[src/rtl/core/s2hsl_pkg.sv]
package s2hsl_pkg;

    // Fixed-point format of the incoming scalar: 1 << FRAC_BITS means 1.0
    localparam int FRAC_BITS = 16;
    localparam int SAMPLE_W  = 17;
    localparam int LVL_W     = FRAC_BITS + 1;
    localparam int CMP_W     = (SAMPLE_W > LVL_W) ? SAMPLE_W : LVL_W;
    localparam logic [LVL_W-1:0] LVL_ONE = LVL_W'(1) << FRAC_BITS;

    // Hue arithmetic, degrees
    localparam int HUE_W  = 9;
    localparam int HSUM_W = 10;
    localparam int PROD_W = LVL_W + 9;
    localparam logic [8:0]        DEG_360 = 9'd360;
    localparam logic [HSUM_W-1:0] HUE_BASE  = HSUM_W'(180);
    localparam logic [HSUM_W-1:0] HUE_WRAP  = HSUM_W'(360);
    localparam logic [HSUM_W-1:0] HUE_THIRD = HSUM_W'(120);
    localparam logic [HSUM_W-1:0] HUE_TWO_THIRDS = HSUM_W'(240);
    localparam logic [HUE_W-1:0]  HUE_RAMP_UP   = HUE_W'(60);
    localparam logic [HUE_W-1:0]  HUE_PLATEAU   = HUE_W'(180);
    localparam logic [HUE_W-1:0]  HUE_RAMP_DOWN = HUE_W'(240);

    // Ramp weight 0..60 and the numerator 60*m1 + (m2-m1)*weight
    localparam int WGT_W = 6;
    localparam logic [WGT_W-1:0] WGT_FULL = WGT_W'(60);
    localparam int NUM_W = FRAC_BITS + 6;
    // 255 / 60 = 17 / 4, so channel = (17 * num) >> (FRAC_BITS + 2)
    localparam int SCL_W = NUM_W + 5;
    localparam logic [4:0] SCL_MUL = 5'd17;
    localparam int SCL_SHIFT = FRAC_BITS + 2;

    // Channels
    localparam int CH_W    = 8;
    localparam int NUM_CH  = 3;
    localparam int CH_RED  = 0;
    localparam int CH_GRN  = 1;
    localparam int CH_BLU  = 2;
    localparam logic [CH_W-1:0] CH_MAX = 8'hFF;
    localparam logic [CH_W-1:0] ALPHA_OPAQUE = 8'hFF;

    // Bus widths
    localparam int S_TDATA_W = 24;
    localparam int M_TDATA_W = 32;

endpackage

[src/rtl/core/scalar_to_hsl_rgba_colormap_unit.sv]
// Scalar to RGBA colormap. Each input transfer carries one unsigned fixed-point
// scalar (16 fraction bits, 65536 = 1.0, larger values clip to 1.0) and gives one
// RGBA pixel from an HSL model with full saturation: hue = (180 + floor(360*l))
// mod 360, red/green/blue from the HSL ramp at hue+120, hue and hue-120, alpha
// fixed at 255. Row end (tlast) and frame end (tuser) ride along with the pixel.
// The unit is a five-stage pipeline with no divider: one transfer in per clock
// while the output is not stalled, each stage holding on a stall of its own and
// filling bubbles ahead of a stalled output, so nothing is dropped or repeated.
module scalar_to_hsl_rgba_colormap_unit
    import s2hsl_pkg::*;
(
    input  logic                 aclk,
    input  logic                 aresetn,
    // s_tdata: [16:0] sample, rest zero
    input  logic [S_TDATA_W-1:0] s_tdata,
    input  logic                 s_tlast,   // end_of_line
    input  logic                 s_tuser,   // end_of_frame
    input  logic                 s_tvalid,
    output logic                 s_tready,
    // m_tdata: [7:0] red, [15:8] green, [23:16] blue, [31:24] alpha
    output logic [M_TDATA_W-1:0] m_tdata,
    output logic                 m_tlast,   // row_done
    output logic                 m_tuser,   // frame_done
    output logic                 m_tvalid,
    input  logic                 m_tready
);

    // Ramp weight for a wrapped hue (0..360): num = 60*m1 + (m2-m1)*weight
    function automatic logic [WGT_W-1:0] ramp_weight(input logic [HUE_W-1:0] h);
        logic [WGT_W-1:0] w;
        if (h < HUE_RAMP_UP) begin
            w = h[WGT_W-1:0];
        end else if (h < HUE_PLATEAU) begin
            w = WGT_FULL;
        end else if (h < HUE_RAMP_DOWN) begin
            w = WGT_W'(HUE_RAMP_DOWN - h);
        end else begin
            w = '0;
        end
        return w;
    endfunction

    // Stage valids and per-stage enables
    logic v1_reg, v2_reg, v3_reg, v4_reg, v5_reg;
    logic en1, en2, en3, en4, en5;

    assign en5 = !v5_reg || m_tready;
    assign en4 = !v4_reg || en5;
    assign en3 = !v3_reg || en4;
    assign en2 = !v2_reg || en3;
    assign en1 = !v1_reg || en2;
    assign s_tready = en1;

    // Payload registers
    logic [PROD_W-1:0] s1_prod_reg, s1_prod_next;
    logic [LVL_W-1:0]  s1_m1_reg, s1_m1_next;
    logic [LVL_W-1:0]  s1_m2_reg, s1_m2_next;
    logic [1:0]        s1_mark_reg;

    logic [HUE_W-1:0]  s2_hue_reg, s2_hue_next;
    logic [LVL_W-1:0]  s2_m1_reg;
    logic [LVL_W-1:0]  s2_diff_reg;
    logic [1:0]        s2_mark_reg;

    logic [WGT_W-1:0]  s3_wgt_reg  [NUM_CH];
    logic [WGT_W-1:0]  s3_wgt_next [NUM_CH];
    logic [LVL_W-1:0]  s3_m1_reg;
    logic [LVL_W-1:0]  s3_diff_reg;
    logic [1:0]        s3_mark_reg;

    logic [NUM_W-1:0]  s4_num_reg  [NUM_CH];
    logic [NUM_W-1:0]  s4_num_next [NUM_CH];
    logic [1:0]        s4_mark_reg;

    logic [CH_W-1:0]   s5_ch_reg   [NUM_CH];
    logic [CH_W-1:0]   s5_ch_next  [NUM_CH];
    logic [1:0]        s5_mark_reg;

    // Stage 1: clip to 1.0, 360*l, lightness split into m1/m2
    logic [LVL_W-1:0] lvl;
    logic [LVL_W:0]   lvl_dbl;
    always_comb begin
        if (CMP_W'(s_tdata[SAMPLE_W-1:0]) > CMP_W'(LVL_ONE)) begin
            lvl = LVL_ONE;
        end else begin
            lvl = LVL_W'(s_tdata[SAMPLE_W-1:0]);
        end
        s1_prod_next = PROD_W'(lvl) * PROD_W'(DEG_360);
        lvl_dbl = {lvl, 1'b0};
        if (lvl_dbl <= (LVL_W+1)'(LVL_ONE)) begin
            s1_m2_next = lvl_dbl[LVL_W-1:0];
            s1_m1_next = '0;
        end else begin
            s1_m2_next = LVL_ONE;
            s1_m1_next = LVL_W'(lvl_dbl - (LVL_W+1)'(LVL_ONE));
        end
    end

    // Stage 2: base hue, mod 360
    logic [HSUM_W-1:0] hue_sum;
    always_comb begin
        hue_sum = HUE_BASE + HSUM_W'(s1_prod_reg[PROD_W-1:FRAC_BITS]);
        if (hue_sum >= HUE_WRAP) begin
            s2_hue_next = HUE_W'(hue_sum - HUE_WRAP);
        end else begin
            s2_hue_next = HUE_W'(hue_sum);
        end
    end

    // Stage 3: channel hues, wrapped, turned into ramp weights
    logic [HSUM_W-1:0] hue_red, hue_blu;
    always_comb begin
        hue_red = HSUM_W'(s2_hue_reg) + HUE_THIRD;
        if (hue_red > HUE_WRAP) begin
            hue_red = hue_red - HUE_WRAP;
        end
        if (HSUM_W'(s2_hue_reg) < HUE_THIRD) begin
            hue_blu = HSUM_W'(s2_hue_reg) + HUE_TWO_THIRDS;
        end else begin
            hue_blu = HSUM_W'(s2_hue_reg) - HUE_THIRD;
        end
        s3_wgt_next[CH_RED] = ramp_weight(hue_red[HUE_W-1:0]);
        s3_wgt_next[CH_GRN] = ramp_weight(s2_hue_reg);
        s3_wgt_next[CH_BLU] = ramp_weight(hue_blu[HUE_W-1:0]);
    end

    // Stage 4: numerator per channel
    always_comb begin
        for (int c = 0; c < NUM_CH; c++) begin
            s4_num_next[c] = NUM_W'(s3_m1_reg) * NUM_W'(WGT_FULL)
                           + NUM_W'(s3_diff_reg) * NUM_W'(s3_wgt_reg[c]);
        end
    end

    // Stage 5: scale by 255/60 over 1.0, clip to 8 bits
    logic [SCL_W-1:0] scaled [NUM_CH];
    always_comb begin
        for (int c = 0; c < NUM_CH; c++) begin
            scaled[c] = SCL_W'(s4_num_reg[c]) * SCL_W'(SCL_MUL);
            if ((scaled[c] >> SCL_SHIFT) > SCL_W'(CH_MAX)) begin
                s5_ch_next[c] = CH_MAX;
            end else begin
                s5_ch_next[c] = CH_W'(scaled[c] >> SCL_SHIFT);
            end
        end
    end

    // Valid chain
    always_ff @(posedge aclk) begin
        if (!aresetn) begin
            v1_reg <= 1'b0;
            v2_reg <= 1'b0;
            v3_reg <= 1'b0;
            v4_reg <= 1'b0;
            v5_reg <= 1'b0;
        end else begin
            if (en1) v1_reg <= s_tvalid;
            if (en2) v2_reg <= v1_reg;
            if (en3) v3_reg <= v2_reg;
            if (en4) v4_reg <= v3_reg;
            if (en5) v5_reg <= v4_reg;
        end
    end

    // Data path
    always_ff @(posedge aclk) begin
        if (en1 && s_tvalid) begin
            s1_prod_reg <= s1_prod_next;
            s1_m1_reg   <= s1_m1_next;
            s1_m2_reg   <= s1_m2_next;
            s1_mark_reg <= {s_tuser, s_tlast};
        end
        if (en2 && v1_reg) begin
            s2_hue_reg  <= s2_hue_next;
            s2_m1_reg   <= s1_m1_reg;
            s2_diff_reg <= s1_m2_reg - s1_m1_reg;
            s2_mark_reg <= s1_mark_reg;
        end
        if (en3 && v2_reg) begin
            s3_wgt_reg  <= s3_wgt_next;
            s3_m1_reg   <= s2_m1_reg;
            s3_diff_reg <= s2_diff_reg;
            s3_mark_reg <= s2_mark_reg;
        end
        if (en4 && v3_reg) begin
            s4_num_reg  <= s4_num_next;
            s4_mark_reg <= s3_mark_reg;
        end
        if (en5 && v4_reg) begin
            s5_ch_reg   <= s5_ch_next;
            s5_mark_reg <= s4_mark_reg;
        end
    end

    assign m_tdata  = {ALPHA_OPAQUE, s5_ch_reg[CH_BLU], s5_ch_reg[CH_GRN], s5_ch_reg[CH_RED]};
    assign m_tlast  = s5_mark_reg[0];
    assign m_tuser  = s5_mark_reg[1];
    assign m_tvalid = v5_reg;

    // An empty output stage never blocks the input
    a_ready_when_empty: assert property (@(posedge aclk) disable iff (!aresetn)
        !m_tvalid |-> s_tready)
        else $error("input stalled while output stage is empty");

    // Base hue is always wrapped below 360
    a_hue_wrapped: assert property (@(posedge aclk) disable iff (!aresetn)
        v2_reg |-> (s2_hue_reg < HUE_W'(360)))
        else $error("base hue out of range");

    // Ramp weights never pass the full plateau
    a_weight_range: assert property (@(posedge aclk) disable iff (!aresetn)
        v3_reg |-> (s3_wgt_reg[CH_RED] <= WGT_FULL && s3_wgt_reg[CH_GRN] <= WGT_FULL
                    && s3_wgt_reg[CH_BLU] <= WGT_FULL))
        else $error("ramp weight out of range");

    // Stage 4, when it holds a stalled item, keeps it
    a_stage4_hold: assert property (@(posedge aclk) disable iff (!aresetn)
        (v4_reg && !en4) |=> (v4_reg && $stable(s4_mark_reg)))
        else $error("stalled stage lost its item");

endmodule
[config.mk]
export PLATFORM = sky130hd
export DESIGN_NAME = scalar_to_hsl_rgba_colormap_unit
export DESIGN_NICKNAME = d
export VERILOG_FILES = /design/src/rtl/core/s2hsl_pkg.sv /design/src/rtl/core/scalar_to_hsl_rgba_colormap_unit.sv
export SDC_FILE = /design/constraint.sdc
export NUM_CORES = 1
export LEC_CHECK = 0
export BUFFER_PORTS_ARGS = -buffer_cell sky130_fd_sc_hd__clkbuf_2
export CORE_MARGIN = 2
export CORE_UTILIZATION = 45
export CTS_BUF_LIST = sky130_fd_sc_hd__clkbuf_2
export DETAILED_ROUTE_END_ITERATION = 6
export GPL_ROUTABILITY_DRIVEN = 0
export HOLD_SLACK_MARGIN = 0.03
export SKIP_LAST_GASP = 1
export SLEW_MARGIN = 40
export SYNTH_ARGS = -nofsm -noshare
export SYNTH_HDL_FRONTEND = slang
export SYNTH_SLANG_ARGS = --single-unit
[constraint.sdc]
create_clock -name aclk -period 8.73 [get_ports aclk]
set_input_delay 0.4365 -clock aclk [delete_from_list [all_inputs] [get_ports aclk]]
set_output_delay 0.4365 -clock aclk [all_outputs]
set_load 0.1 [all_outputs]
==> qor.json <==
{
  "clockBufferDepth": {"value": 3},
  "grt_start_max_net_pins": {"value": 66},
  "detailedRoute.firstPassIterationCount": {"value": 7},
  "ys_ff_latch": {"value": 235},
  "placement.io_buffers": {"value": 50},
  "ys_top_cells_by_count": {"value": "sky130_fd_sc_hd__inv_1 (418), sky130_fd_sc_hd__fa_1 (276), sky130_fd_sc_hd__ha_1 (274)"},
  "crit_arrival": {"value": 7.02, "unit": "ns"},
  "power.internal": {"value": 0.00497, "unit": "W"},
  "hold_path_depth": {"value": 3},
  "clock_latency": {"value": 1.03, "unit": "ns"},
  "layout-drive-gt1-share": {"value": 0.0858},
  "min-delay-path-class": {"value": "input pin to flop"},
  "cts_root_buffer": {"value": "sky130_fd_sc_hd__clkbuf_2"},
  "worst_hold_startpoint": {"value": "aresetn"},
  "post_synth.cell_area_avg": {"value": 10.3, "unit": "um2"},
  "timing.final.setup_violations": {"value": 0},
  "synthesis.instances": {"value": 2365},
  "drtIter0Drc": {"value": 802},
  "tmin_final": {"value": 6.34, "unit": "ns"},
  "postRouteAntennaNets": {"value": 0},
  "worstPathMaxFanout": {"value": 5},
  "post-route-period-util": {"value": 0.726},
  "synth-main-ff-cell": {"value": "sky130_fd_sc_hd__edfxtp_1"},
  "worst_r2r_endpoint": {"value": "s4_num_reg[21]"},
  "leakage": {"value": 12.3, "unit": "nW"},
  "clock_pin_slew_on_the_worst_setup_and_hold_paths": {"value": 0.10, "unit": "ns"},
  "worstMarginPinSlew": {"value": 0.825, "unit": "ns"},
  "unrepaired_setup_endpoints_after_global_routing": {"value": "false"},
  "pwr_density_cell": {"value": 349, "unit": "nW/um2"},
  "p_switching": {"value": 0.00418, "unit": "W"},
  "worstPathBufferInverterCount": {"value": 1},
  "grt_pass1_vias": {"value": 17200},
  "antenna_found_initial": {"value": 2},
  "count_of_flip_flops_with_a_built_in_enable_after_synthesis": {"value": 230},
  "core_region_area": {"value": 53600, "unit": "um2"},
  "async_flop_share": {"value": 0},
  "design.portCount": {"value": 66},
  "synth.top_cells.by_area": {"value": "sky130_fd_sc_hd__edfxtp_1 (28%), sky130_fd_sc_hd__fa_1 (23%), sky130_fd_sc_hd__ha_1 (14%), sky130_fd_sc_hd__inv_1 (6.5%), sky130_fd_sc_hd__nand2_1 (4.2%)"},
  "gr-usage-all-layers": {"value": 0.183},
  "floorplan.die.height": {"value": 236, "unit": "um"},
  "vias": {"value": 16500},
  "critical_path.endpoint_type": {"value": "flop"},
  "relSlewSlack": {"value": 0.450},
  "hold-path-endpoint": {"value": "v3_reg"},
  "timing.fmax": {"value": 0.158, "unit": "GHz"},
  "synthDistinctLibCells": {"value": 81},
  "numCtsBuffers": {"value": 66},
  "cts_tree": {"value": "yes"},
  "std_cell_rows": {"value": 85},
  "die_x": {"value": 236, "unit": "um"},
  "wire_per_inst": {"value": 15.1, "unit": "um"},
  "critPathRequiredTime": {"value": 9.41, "unit": "ns"},
  "combinationalPowerShare": {"value": 0.693},
  "max-cap-violations": {"value": 0},
  "layout.filler_cells": {"value": 5027},
  "netlist_area": {"value": 24300, "unit": "um2"},
  "finalSetupTns": {"value": 0, "unit": "ns"},
  "r2r_setup_slack": {"value": 2.39, "unit": "ns"},
  "cts_resized": {"value": 0},
  "yosysMostFrequentCell": {"value": "sky130_fd_sc_hd__inv_1"},
  "share_clk_of_total_power": {"value": 0.089},
  "critical_path.startpoint_type": {"value": "flop"},
  "outcome": {"value": "complete, no violations"},
  "drc": {"value": 0},
  "critical_path.cell_chain": {"value": "fa_1 > fa_1 > ha_1 > a21o_1 > a21oi_1 > o21bai_1 > a21oi_1 > xnor2_1 > buf_4 > fa_1 > ha_1 > a2111o_1 > nor3_1 > o21ai_0 > o41ai_1 > o2111ai_1 > a21oi_1 > xnor2_1 > xnor2_1"},
  "via_cell_ratio": {"value": 5.14},
  "slew_viol_final": {"value": 0},
  "irDropWorstVdd": {"value": 0.255, "unit": "mV"},
  "skew": {"value": 0.0856, "unit": "ns"},
  "largest_register_ffs": {"value": 63},
  "path_class": {"value": "flop to flop"},
  "cts_htree_levels": {"value": 3},
  "grt_remaining_overflow": {"value": 0},
  "crit_family": {"value": "compound AO/OA/AOI/OAI gates"},
  "clock-sinks": {"value": 235},
  "r2r-start": {"value": "s3_m1_reg[1]"},
  "final_util": {"value": 0.489},
  "synth_top_cell_by_area": {"value": "sky130_fd_sc_hd__edfxtp_1"},
  "crit_path_top_delay_cell": {"value": "sky130_fd_sc_hd__fa_1"},
  "timing_hold_violations_final": {"value": 0},
  "layout-area-overhead-vs-synth": {"value": 8.09, "unit": "%"},
  "first_pass_grt_wire_length": {"value": 82.6, "unit": "mm"},
  "die_area": {"value": 55800, "unit": "um2"},
  "seq_power_share": {"value": 0.218},
  "worst_path_largest_cell_delay": {"value": 0.65, "unit": "ns"},
  "yosys.area.top_type_share": {"value": 0.285},
  "synth_seq_area_share": {"value": 0.289},
  "yosys_warnings": {"value": 0},
  "hpwl": {"value": 38.6, "unit": "mm"},
  "r2r_worst_path_depth": {"value": 19},
  "totalWireLength": {"value": 48.5, "unit": "mm"},
  "floorplan.initialDensity": {"value": 0.453},
  "power_switching_share": {"value": 0.457},
  "finish.net_count": {"value": 3047}
}
-- layout make-up --
| cell class | instances | area (um2) | share of cell area |
|---|---|---|---|
| clock buffer | 92 | 460 | 0.0176 |
| multi-input combinational | 1655 | 15500 | 0.592 |
| antenna | 6 | 15.0 | 0.000573 |
| tap | 696 | 871 | 0.0332 |
| clock inverter | 26 | 153 | 0.00582 |
| inverter | 419 | 1570 | 0.0600 |
| timing repair buffer | 90 | 617 | 0.0235 |
| sequential | 235 | 7010 | 0.267 |
-- tightest hold or removal path, stage by stage --
cell and delay, ns:
sky130_fd_sc_hd__dlygate4sd3_1 0.55, sky130_fd_sc_hd__clkbuf_2 0.15, sky130_fd_sc_hd__o21a_1 0.10
-- metrics by stage --
| stage | std cells | area (um2) | worst slack, ns | hold WS, ns | total power (W) |
|---|---|---|---|---|---|
| floorplan | 2372 | 24300 | 2.44 | 0.400 | 0.00710 |
| global placement | 3070 | 25300 | 2.18 | 0.405 | 0.00820 |
| detailed placement | 3070 | 25300 | 2.39 | 0.405 | 0.00834 |
| CTS | 3213 | 26200 | 2.40 | 0.116 | 0.00924 |
| global route | 3216 | 26200 | 1.98 | 0.167 | 0.0102 |
| finish | 3219 | 26200 | 2.39 | 0.290 | 0.00915 |
-- what timing repair did --
item                                   CTS  global route
buffers inserted                         0             0
endpoints found under the hold margin   40             0
hold buffers                            25             0
-- per-layer routing --
layer	vias to the layer above	track usage	part of all wire
met1	8117	0.231	0.44
met3	89	0.0334	0.041
met2	344	0.313	0.48
li1	7992	-	-
met4	0	0.0671	0.032
met5	-	0	0
-- worst max-delay path by stage --
stage,start,end,slack (ns),depth (start not counted)
4_1_cts,s3_m1_reg[4],s4_num_reg[43],2.40,20
3_3_place_gp,s3_m1_reg[4],s4_num_reg[43],2.18,20
2_1_floorplan,m_tvalid,s4_mark_reg[0],2.44,2
6_report,s3_m1_reg[1],s4_num_reg[21],2.39,19
3_5_place_dp,s3_m1_reg[4],s4_num_reg[43],2.39,20
5_1_grt,s3_m1_reg[4],s4_num_reg[65],1.98,19
-- logic make-up (layout without fill, tap and decap cells) --
family	count (synthesis)	count (layout)	synth area share
adders and majority gates	550	550	0.369
DFF	235	235	0.289
other	1	14	0.000155
and+or+nand+nor	644	644	0.130
AOI/OAI and AO/OA	323	323	0.0880
muxes	4	4	0.00175
buffers and inverters	482	627	0.0763
xor gates and xnor gates	126	126	0.0461
-- cell usage in the layout, fill, tap and decap left out, types with 25 or more instances in the layout --
cell,netlist,final
sky130_fd_sc_hd__and2_1,123,123
sky130_fd_sc_hd__edfxtp_1,230,230
sky130_fd_sc_hd__fa_1,276,276
sky130_fd_sc_hd__nand2_1,269,269
sky130_fd_sc_hd__nor3_1,32,32
sky130_fd_sc_hd__inv_1,418,418
sky130_fd_sc_hd__a21o_1,33,33
sky130_fd_sc_hd__o21ai_0,57,56
sky130_fd_sc_hd__ha_1,274,274
sky130_fd_sc_hd__nor2_1,77,76
sky130_fd_sc_hd__a21oi_1,108,107
sky130_fd_sc_hd__dlygate4sd3_1,0,25
sky130_fd_sc_hd__xnor2_1,103,97
sky130_fd_sc_hd__clkbuf_2,0,142
sky130_fd_sc_hd__nand3_1,34,34
-- power groups by stage --
stage	clock, W	sequential, W	combinational [W]
after floorplan	0	0.00192	0.00518
after global placement	0	0.00202	0.00618
after detailed placement	0	0.00202	0.00632
after CTS	0.000868	0.00199	0.00638
after global routing	0.000920	0.00202	0.00727
final	0.000816	0.00200	0.00634
Power figures use the tool's default switching activity.
